==> src/hdl/iirdf2_pkg.sv <==
// Shared types and constants for the direct form II IIR filter.
// Used by iirdf2_ctrl, iirdf2_datapath and iir_filter_direct_form_two_top.
package iirdf2_pkg;

    localparam int MAX_ORDER    = 8;
    localparam int SAMPLE_WIDTH = 16;
    localparam int STATE_WIDTH  = 24;
    localparam int COEF_WIDTH   = 16;
    localparam int FRAC_BITS    = COEF_WIDTH - 2;
    localparam int CNT_WIDTH    = 4;
    localparam int TAP_WIDTH    = $clog2(MAX_ORDER);
    localparam int REG_WIDTH    = 64;
    localparam int IDX_WIDTH    = 3;
    // 8 products of COEF x STATE bits plus growth, well inside this width
    localparam int ACC_WIDTH    = 48;
    localparam int SUM_WIDTH    = ACC_WIDTH - FRAC_BITS + 1;
    localparam int OUT_BYTES    = (STATE_WIDTH + 7) / 8;
    localparam int IN_BYTES     = (SAMPLE_WIDTH + 7) / 8;

    // configuration register indexes
    localparam logic [IDX_WIDTH-1:0] REG_FB_COUNT = 3'd0;
    localparam logic [IDX_WIDTH-1:0] REG_FF_COUNT = 3'd1;
    localparam logic [IDX_WIDTH-1:0] REG_FB_LOW   = 3'd2;
    localparam logic [IDX_WIDTH-1:0] REG_FB_HIGH  = 3'd3;
    localparam logic [IDX_WIDTH-1:0] REG_FF_LOW   = 3'd4;
    localparam logic [IDX_WIDTH-1:0] REG_FF_HIGH  = 3'd5;

    typedef struct packed {
        logic                 start;      // load sample, clear the clip flag
        logic                 mac;        // add coefficient x data into the accumulator
        logic                 acc_clear;  // restart accumulation from zero
        logic                 use_w;      // multiply the new intermediate value w
        logic                 coef_ff;    // take the feedforward bank
        logic [TAP_WIDTH-1:0] coef_idx;
        logic [TAP_WIDTH-1:0] data_idx;
        logic                 load_w;     // form and saturate w
        logic                 finish;     // load output word, shift delay line unless err
        logic                 y_bypass;   // no feedforward taps: y = w
        logic                 err;        // both counts zero
    } iirdf2_cmd_t;

    typedef struct packed {
        logic [CNT_WIDTH-1:0] nf;        // clamped feedback count
        logic [CNT_WIDTH-1:0] nff;       // clamped feedforward count
        logic                 out_busy;  // output word held and not taken
    } iirdf2_status_t;

endpackage

==> src/hdl/iirdf2_ctrl.sv <==
// Sequencer for the direct form II IIR filter: steps the shared MAC over the taps.
// Depends on iirdf2_pkg; drives iirdf2_datapath through iirdf2_cmd_t.
module iirdf2_ctrl
    import iirdf2_pkg::*;
(
    input  logic           clk,
    input  logic           rst_n,
    input  logic           s_tvalid,
    output logic           s_tready,
    input  iirdf2_status_t status,
    output iirdf2_cmd_t    cmd
);

    localparam logic [2:0] S_IDLE   = 3'd0;
    localparam logic [2:0] S_FB     = 3'd1;
    localparam logic [2:0] S_WCALC  = 3'd2;
    localparam logic [2:0] S_FF     = 3'd3;
    localparam logic [2:0] S_FINISH = 3'd4;

    logic [2:0]           state_reg, state_next;
    logic [CNT_WIDTH-1:0] k_reg, k_next;
    logic                 err_reg, err_next;
    logic [CNT_WIDTH-1:0] k_dec;
    logic                 s_accept;
    logic                 both_zero;

    assign k_dec     = k_reg - CNT_WIDTH'(1);
    assign s_tready  = (state_reg == S_IDLE);
    assign s_accept  = s_tvalid && s_tready;
    assign both_zero = (status.nf == '0) && (status.nff == '0);

    always_comb
    begin
        state_next   = state_reg;
        k_next       = k_reg;
        err_next     = err_reg;
        cmd          = '0;
        cmd.coef_idx = k_reg[TAP_WIDTH-1:0];
        cmd.data_idx = k_reg[TAP_WIDTH-1:0];
        cmd.y_bypass = (status.nff == '0);
        cmd.err      = err_reg;
        unique case (state_reg)
            S_IDLE:
            begin
                if (s_accept)
                begin
                    cmd.start = 1'b1;
                    cmd.acc_clear = 1'b1;
                    k_next = '0;
                    err_next = both_zero;
                    if (both_zero)
                        state_next = S_FINISH;
                    else if (status.nf == '0)
                        state_next = S_WCALC;
                    else
                        state_next = S_FB;
                end
            end
            S_FB:
            begin
                cmd.mac = 1'b1;
                if (k_reg == status.nf - CNT_WIDTH'(1))
                begin
                    k_next = '0;
                    state_next = S_WCALC;
                end
                else
                    k_next = k_reg + CNT_WIDTH'(1);
            end
            S_WCALC:
            begin
                cmd.load_w = 1'b1;
                state_next = (status.nff == '0) ? S_FINISH : S_FF;
            end
            S_FF:
            begin
                cmd.mac       = 1'b1;
                cmd.coef_ff   = 1'b1;
                cmd.use_w     = (k_reg == '0);
                cmd.acc_clear = (k_reg == '0);
                cmd.data_idx  = k_dec[TAP_WIDTH-1:0];
                if (k_reg == status.nff - CNT_WIDTH'(1))
                    state_next = S_FINISH;
                else
                    k_next = k_reg + CNT_WIDTH'(1);
            end
            S_FINISH:
            begin
                if (!status.out_busy)
                begin
                    cmd.finish = 1'b1;
                    state_next = S_IDLE;
                end
            end
            default:
            begin
                state_next = S_IDLE;
            end
        endcase
    end

    always_ff @(posedge clk or negedge rst_n)
    begin
        if (!rst_n)
        begin
            state_reg <= S_IDLE;
            k_reg     <= '0;
            err_reg   <= 1'b0;
        end
        else
        begin
            state_reg <= state_next;
            k_reg     <= k_next;
            err_reg   <= err_next;
        end
    end

    a_fb_needs_taps: assert property (@(posedge clk) disable iff (!rst_n)
        state_reg == S_FB |-> status.nf != '0)
        else $error("feedback loop entered with no feedback taps");

    a_finish_no_overrun: assert property (@(posedge clk) disable iff (!rst_n)
        cmd.finish |-> !status.out_busy)
        else $error("output word overwritten before it was taken");

    a_err_skips_mac: assert property (@(posedge clk) disable iff (!rst_n)
        s_accept && both_zero |=> state_reg == S_FINISH && err_reg)
        else $error("config error did not go straight to finish");

endmodule

==> src/hdl/iirdf2_datapath.sv <==
// Datapath of the direct form II IIR filter: config registers, delay line,
// shared multiply-accumulate, saturation and output word. Depends on iirdf2_pkg.
module iirdf2_datapath
    import iirdf2_pkg::*;
(
    input  logic                      clk,
    input  logic                      rst_n,
    input  logic                      cfg_valid,
    input  logic [IDX_WIDTH-1:0]      cfg_index,
    input  logic [REG_WIDTH-1:0]      cfg_data,
    input  logic [SAMPLE_WIDTH-1:0]   sample_in,
    input  iirdf2_cmd_t               cmd,
    output iirdf2_status_t            status,
    output logic                      m_tvalid,
    input  logic                      m_tready,
    output logic [OUT_BYTES*8-1:0]    m_tdata,
    output logic [1:0]                m_tuser
);

    logic [CNT_WIDTH-1:0]          fb_count_reg, ff_count_reg;
    logic [2*REG_WIDTH-1:0]        fb_coefs_reg, ff_coefs_reg;
    logic signed [SAMPLE_WIDTH-1:0] x_reg;
    logic signed [ACC_WIDTH-1:0]   acc_reg, acc_next;
    logic signed [STATE_WIDTH-1:0] w_reg;
    logic                          sat_reg;
    logic signed [STATE_WIDTH-1:0] dl_reg [MAX_ORDER];
    logic                          out_valid_reg;
    logic signed [STATE_WIDTH-1:0] out_y_reg;
    logic                          out_sat_reg, out_err_reg;

    logic signed [COEF_WIDTH-1:0]             coef;
    logic signed [STATE_WIDTH-1:0]            mac_data;
    logic signed [COEF_WIDTH+STATE_WIDTH-1:0] prod;
    logic signed [ACC_WIDTH-1:0]              acc_base;
    logic signed [SUM_WIDTH-1:0]              acc_shift;
    logic signed [SUM_WIDTH-1:0]              w_sum;
    logic signed [STATE_WIDTH-1:0]            w_sat, y_sat, y_val;
    logic                                     w_clip, y_clip;

    // hold clamped counts for the sequencer
    assign status.nf  = (fb_count_reg > CNT_WIDTH'(MAX_ORDER)) ?
                        CNT_WIDTH'(MAX_ORDER) : fb_count_reg;
    assign status.nff = (ff_count_reg > CNT_WIDTH'(MAX_ORDER)) ?
                        CNT_WIDTH'(MAX_ORDER) : ff_count_reg;
    assign status.out_busy = out_valid_reg && !m_tready;

    always_comb
    begin
        coef = cmd.coef_ff ? ff_coefs_reg[cmd.coef_idx*COEF_WIDTH +: COEF_WIDTH]
                           : fb_coefs_reg[cmd.coef_idx*COEF_WIDTH +: COEF_WIDTH];
        mac_data  = cmd.use_w ? w_reg : dl_reg[cmd.data_idx];
        prod      = coef * mac_data;
        acc_base  = cmd.acc_clear ? '0 : acc_reg;
        acc_next  = cmd.mac ? acc_base + ACC_WIDTH'(prod) : acc_base;
        acc_shift = SUM_WIDTH'(acc_reg >>> FRAC_BITS);
        w_sum     = SUM_WIDTH'(x_reg) + acc_shift;
    end

    // clip to the state width
    always_comb
    begin
        w_clip = 1'b0;
        w_sat  = w_sum[STATE_WIDTH-1:0];
        if (!w_sum[SUM_WIDTH-1] && (w_sum[SUM_WIDTH-2:STATE_WIDTH-1] != '0))
        begin
            w_clip = 1'b1;
            w_sat  = {1'b0, {(STATE_WIDTH-1){1'b1}}};
        end
        else if (w_sum[SUM_WIDTH-1] && (w_sum[SUM_WIDTH-2:STATE_WIDTH-1] != '1))
        begin
            w_clip = 1'b1;
            w_sat  = {1'b1, {(STATE_WIDTH-1){1'b0}}};
        end
        y_clip = 1'b0;
        y_sat  = acc_shift[STATE_WIDTH-1:0];
        if (!acc_shift[SUM_WIDTH-1] && (acc_shift[SUM_WIDTH-2:STATE_WIDTH-1] != '0))
        begin
            y_clip = 1'b1;
            y_sat  = {1'b0, {(STATE_WIDTH-1){1'b1}}};
        end
        else if (acc_shift[SUM_WIDTH-1] && (acc_shift[SUM_WIDTH-2:STATE_WIDTH-1] != '1))
        begin
            y_clip = 1'b1;
            y_sat  = {1'b1, {(STATE_WIDTH-1){1'b0}}};
        end
        y_val = cmd.y_bypass ? w_reg : y_sat;
    end

    always_ff @(posedge clk or negedge rst_n)
    begin
        if (!rst_n)
        begin
            fb_count_reg <= '0;
            ff_count_reg <= '0;
            fb_coefs_reg <= '0;
            ff_coefs_reg <= '0;
            for (int i = 0; i < MAX_ORDER; i++)
                dl_reg[i] <= '0;
            out_valid_reg <= 1'b0;
        end
        else
        begin
            if (cfg_valid)
            begin
                unique case (cfg_index)
                    REG_FB_COUNT: fb_count_reg <= cfg_data[CNT_WIDTH-1:0];
                    REG_FF_COUNT: ff_count_reg <= cfg_data[CNT_WIDTH-1:0];
                    REG_FB_LOW:   fb_coefs_reg[REG_WIDTH-1:0] <= cfg_data;
                    REG_FB_HIGH:  fb_coefs_reg[2*REG_WIDTH-1:REG_WIDTH] <= cfg_data;
                    REG_FF_LOW:   ff_coefs_reg[REG_WIDTH-1:0] <= cfg_data;
                    REG_FF_HIGH:  ff_coefs_reg[2*REG_WIDTH-1:REG_WIDTH] <= cfg_data;
                    default: ;
                endcase
            end
            // advance the delay line with the new w
            if (cmd.finish && !cmd.err)
            begin
                for (int i = MAX_ORDER - 1; i > 0; i--)
                    dl_reg[i] <= dl_reg[i-1];
                dl_reg[0] <= w_reg;
            end
            out_valid_reg <= cmd.finish || (out_valid_reg && !m_tready);
        end
    end

    always_ff @(posedge clk)
    begin
        if (cmd.start)
            x_reg <= sample_in;
        acc_reg <= acc_next;
        if (cmd.start)
            sat_reg <= 1'b0;
        else if (cmd.load_w)
            sat_reg <= w_clip;
        if (cmd.load_w)
            w_reg <= w_sat;
        if (cmd.finish)
        begin
            if (cmd.err)
            begin
                out_y_reg   <= '0;
                out_sat_reg <= 1'b0;
                out_err_reg <= 1'b1;
            end
            else
            begin
                out_y_reg   <= y_val;
                out_sat_reg <= sat_reg || (!cmd.y_bypass && y_clip);
                out_err_reg <= 1'b0;
            end
        end
    end

    assign m_tvalid = out_valid_reg;
    assign m_tdata  = (OUT_BYTES*8)'(unsigned'(out_y_reg));
    assign m_tuser  = {out_err_reg, out_sat_reg};

    a_err_word_zero: assert property (@(posedge clk) disable iff (!rst_n)
        out_valid_reg && out_err_reg |-> out_y_reg == '0 && !out_sat_reg)
        else $error("config error word carries data or a clip flag");

endmodule

==> src/hdl/iir_filter_direct_form_two_top.sv <==
// Top level of the direct form II IIR filter with a shared delay line.
// Depends on iirdf2_pkg; instantiates iirdf2_ctrl and iirdf2_datapath.
//
// Filter y from x in Q2.14 fixed point with one shared multiply-accumulate
// unit. Each input word yields one output word. The feedback pass forms
// w = sat24(x + (sum a[k]*w[n-1-k]) >>> 14) over NF taps, the feedforward
// pass forms y = sat24((b[0]*w + sum b[k]*w[n-k]) >>> 14) over NF2 taps,
// then w enters the delay line. With NF2 = 0 the output is w itself; with
// both counts zero the output word is zero with config_error set and the
// delay line holds. Counts above 8 act as 8. Each word runs the feedback
// taps, the w step, the feedforward taps and a final step before the next
// is taken (a config error goes straight to the final step); the single
// MAC steps one tap per cycle. The output register parts the two sides,
// so a new word is accepted while the last result waits to be taken; the
// sequencer only stalls in its final step when that register is full. Write
// configuration only while the block is idle; cfg_ready is always high and
// writes to unknown indexes are dropped.
module iir_filter_direct_form_two_top
    import iirdf2_pkg::*;
(
    input  logic                   clk,
    input  logic                   rst_n,
    // input stream
    input  logic                   s_tvalid,
    output logic                   s_tready,
    input  logic [IN_BYTES*8-1:0]  s_tdata,   // [15:0] sample_in
    // output stream
    output logic                   m_tvalid,
    input  logic                   m_tready,
    output logic [OUT_BYTES*8-1:0] m_tdata,   // [23:0] sample_out
    output logic [1:0]             m_tuser,   // [0] saturated, [1] config_error
    // configuration writes
    input  logic                   cfg_valid,
    output logic                   cfg_ready,
    input  logic [IDX_WIDTH-1:0]   cfg_index,
    input  logic [REG_WIDTH-1:0]   cfg_data
);

    iirdf2_cmd_t    cmd;
    iirdf2_status_t status;

    assign cfg_ready = 1'b1;

    iirdf2_ctrl u_ctrl (
        .clk      (clk),
        .rst_n    (rst_n),
        .s_tvalid (s_tvalid),
        .s_tready (s_tready),
        .status   (status),
        .cmd      (cmd)
    );

    iirdf2_datapath u_datapath (
        .clk       (clk),
        .rst_n     (rst_n),
        .cfg_valid (cfg_valid),
        .cfg_index (cfg_index),
        .cfg_data  (cfg_data),
        .sample_in (s_tdata[SAMPLE_WIDTH-1:0]),
        .cmd       (cmd),
        .status    (status),
        .m_tvalid  (m_tvalid),
        .m_tready  (m_tready),
        .m_tdata   (m_tdata),
        .m_tuser   (m_tuser)
    );

endmodule
==> config.mk <==
export PLATFORM = sky130hd
export DESIGN_NAME = iir_filter_direct_form_two_top
export DESIGN_NICKNAME = d
export VERILOG_FILES = /design/src/hdl/iirdf2_pkg.sv /design/src/hdl/iirdf2_ctrl.sv /design/src/hdl/iirdf2_datapath.sv /design/src/hdl/iir_filter_direct_form_two_top.sv
export SDC_FILE = /design/constraint.sdc
export NUM_CORES = 2
export LEC_CHECK = 0
export ABC_AREA = 1
export BUFFER_PORTS_ARGS = -buffer_cell sky130_fd_sc_hd__buf_4
export CAP_MARGIN = 15
export CELL_PAD_IN_SITES_DETAIL_PLACEMENT = 0
export CELL_PAD_IN_SITES_GLOBAL_PLACEMENT = 1
export CORE_MARGIN = 2
export CORE_UTILIZATION = 54
export CTS_BUF_LIST = sky130_fd_sc_hd__clkbuf_8
export DETAILED_ROUTE_END_ITERATION = 8
export PLACE_DENSITY = 0.95
export REMOVE_ABC_BUFFERS = 1
export SYNTH_ARGS = -nofsm -noshare
export SYNTH_HDL_FRONTEND = slang
export SYNTH_SLANG_ARGS = --single-unit
==> constraint.sdc <==
create_clock -name clk -period 15.2 [get_ports clk]
set_input_delay 3.04 -clock clk [delete_from_list [all_inputs] [get_ports clk]]
set_output_delay 3.04 -clock clk [all_outputs]
set_load 0.005 [all_outputs]
==> qor.yml <==
run:
  max-cap-violations: 0
cts:
  post_cts_resized: 0
  clockRootBuffer: "clkbuf_8"
  post_cts_buffers: 0
  ctsHoldBuffers: 0
  cts_tree: "done"
  cts_buffers: 103
  clkSinkCount: 580
  cts_buffer_depth: 3
  cts.clk_slew.worst_paths_ps: 60
  clock_latency_ps: 750
  htree_levels: 3
global_routing:
  grt_pass1_vias: 37150
  grt_pass1_wl_um: 206000
  antenna_found_initial: 2
  grt_max_degree: 174
  overflow: 0
  track_usage: 0.304
floorplanning:
  rows: 106
  core-area_sq_um: 83700
  ios: 117
  initial_core_util: 0.546
  die_w_um: 295
  die_y_um: 295
  dieArea_sq_um: 86900
placement:
  post_dp_cell_area_sq_um: 47300
  portBuffers: 115
  preCtsSetupSlack_ps: 4970
  dp_hpwl_um: 94500
  routabilityCongestion: 0.995
timing:
  rsz0062_at_grt: "false"
  tns_ps: 0
  finalWorstSetupSlack_ps: 5070
  drv_slew: 0
  hold_violations: 0
  slew_headroom: 0.260
  min_period_ps: 10130
  finalSetupViolCount: 0
  hold_ws_ps: 482
  period_share: 0.666
  tightest_slew_ps: 1110
  fmax_ghz: 0.0987
  finClkSkew_ps: 50.9
route:
  wl_per_cell_um: 18.3
  vias: 37676
  drtIter0Drc: 3639
  via_per_inst: 5.40
  wl_um: 128000
  drc: 0
  ant_nets: 0
  firstDrtPassIters: 6
cells_and_area:
  layout-drive-gt1-share: 0.0725
  fin_area_sq_um: 49600
  final_common_cell: "nand2_1"
  fin_nets: 6466
  largest_register_ff_count: 192
  synthToLayoutAreaGrowth_pct: 8.56
  final_cell_mix: "nand2_1, inv_1, dfrtp_1"
hold_path:
  worstHoldPathType: "flip-flop to flip-flop"
critical_path:
  cp-end-kind: "flip-flop"
  start_kind: "flip-flop"
  cpPeakStageDelay_ps: 760
  crit_fanout: 49
  worstPathArrival_ps: 10680
  crit_type: "flip-flop to flip-flop"
  critPathSlowestCell: "dfrtp_4"
  worstPathRequired_ps: 15750
run_status:
  status: "finished clean"
yosys:
  synth-seq-cells: 580
  yosysUniqueCellTypes: 54
  synth_top_area_share: 0.255
  syn_inst: 5737
  yosysSeqAreaShare: 0.320
  async_flop_share: 0.802
  ys_top_cells_by_area: "dfrtp_1, fa_1, nand2_1, inv_1, o21ai_0"
  syn_area_sq_um: 45700
  synthFlopType: "dfrtp_1"
  synth_edf_count: 66
  synth_area_per_cell_sq_um: 7.96
  yosysWarnings: 0
  synth.largest_area_cell: "dfrtp_1"
## final timing paths
path | from | depth (start not counted) | to | slack [ps]
setup reg to reg | u_ctrl.k_reg[0] | 34 | u_datapath.acc_reg[19] | 5070
hold / removal | u_datapath.ff_coefs_reg[113] | 2 | u_datapath.ff_coefs_reg[113] | 480
hold reg to reg | u_datapath.ff_coefs_reg[113] | 2 | u_datapath.ff_coefs_reg[113] | 480
max in group asynchronous | rst_n | 4 | u_datapath.dl_reg[188] | 9880
min in group asynchronous | rst_n | 1 | u_datapath.fb_coefs_reg[87] | 2370
setup / recovery | u_ctrl.k_reg[0] | 34 | u_datapath.acc_reg[19] | 5070
## cells in the mapped netlist (6+ instances only)
cell,instances
a21o_1,12
and3_1,10
o211ai_1,100
inv_1,969
dfrtp_1,465
o21bai_1,11
buf_1,11
a21oi_1,243
nand3_1,232
nand3b_1,7
o22ai_1,7
a32o_1,33
fa_1,451
nand2_1,1508
nor2_1,458
or2_2,15
o21ai_0,460
nor3_1,23
ha_1,172
buf_4,16
xor2_1,34
dfxtp_1,49
nand4_1,18
edfxtp_1,66
buf_2,67
xnor2_1,22
o21ai_2,22
a31oi_1,14
nor4_1,6
clkbuf_1,152
inv_2,31
## area by class of cell
type	count	area (sq um)
sequential	580	14600
antenna	2	5.00
clock inverter	48	315
clock buffer	138	1900
inverter	1002	3760
timing repair buffer	164	1270
fill	7601	34100
multi-input combinational	3904	26300
tap	1134	1420
## logic make-up (layout without fill, tap and decap cells)
family                   after synthesis  count (layout)  share of synthesized area
buffers and inverters               1253            1352                      0.107
multiplexers                           2               2                   0.000493
other                                  1               3                  0.0000821
AND/OR/NAND/NOR                     2289            2289                      0.199
AO/OA/AOI/OAI                        933             933                      0.118
flip-flops                           580             580                      0.320
adder cells (fa/ha/maj)              623             623                      0.245
XOR/XNOR                              56              56                     0.0107
## worst max-delay path, delay by kind of cell (launching register included)
kind	cells	cell delay [ps]
fa+ha+maj	8	3680
buf+inv	11	2050
compound gates	6	2000
simple gates	8	970
flops	1	760
xor+xnor	1	380
## metal layers
metal | vias up | GRT usage | routed length, um
li1 | 17889 | - | -
met4 | 0 | 0.127 | 5890
met5 | - | 0 | 0
met2 | 1436 | 0.466 | 56700
met3 | 325 | 0.0566 | 10600
met1 | 18026 | 0.424 | 54700
## through the flow
step	std cells	util
floorplan	5486	-
global placement	6782	0.566
detailed placement	6782	0.566
CTS	6968	0.592
global route	6972	0.593
finish	6972	0.593
Power is left out: the tool's default activity adds up to more than one toggle a clock period on the data nets, which glitch-free logic cannot reach.
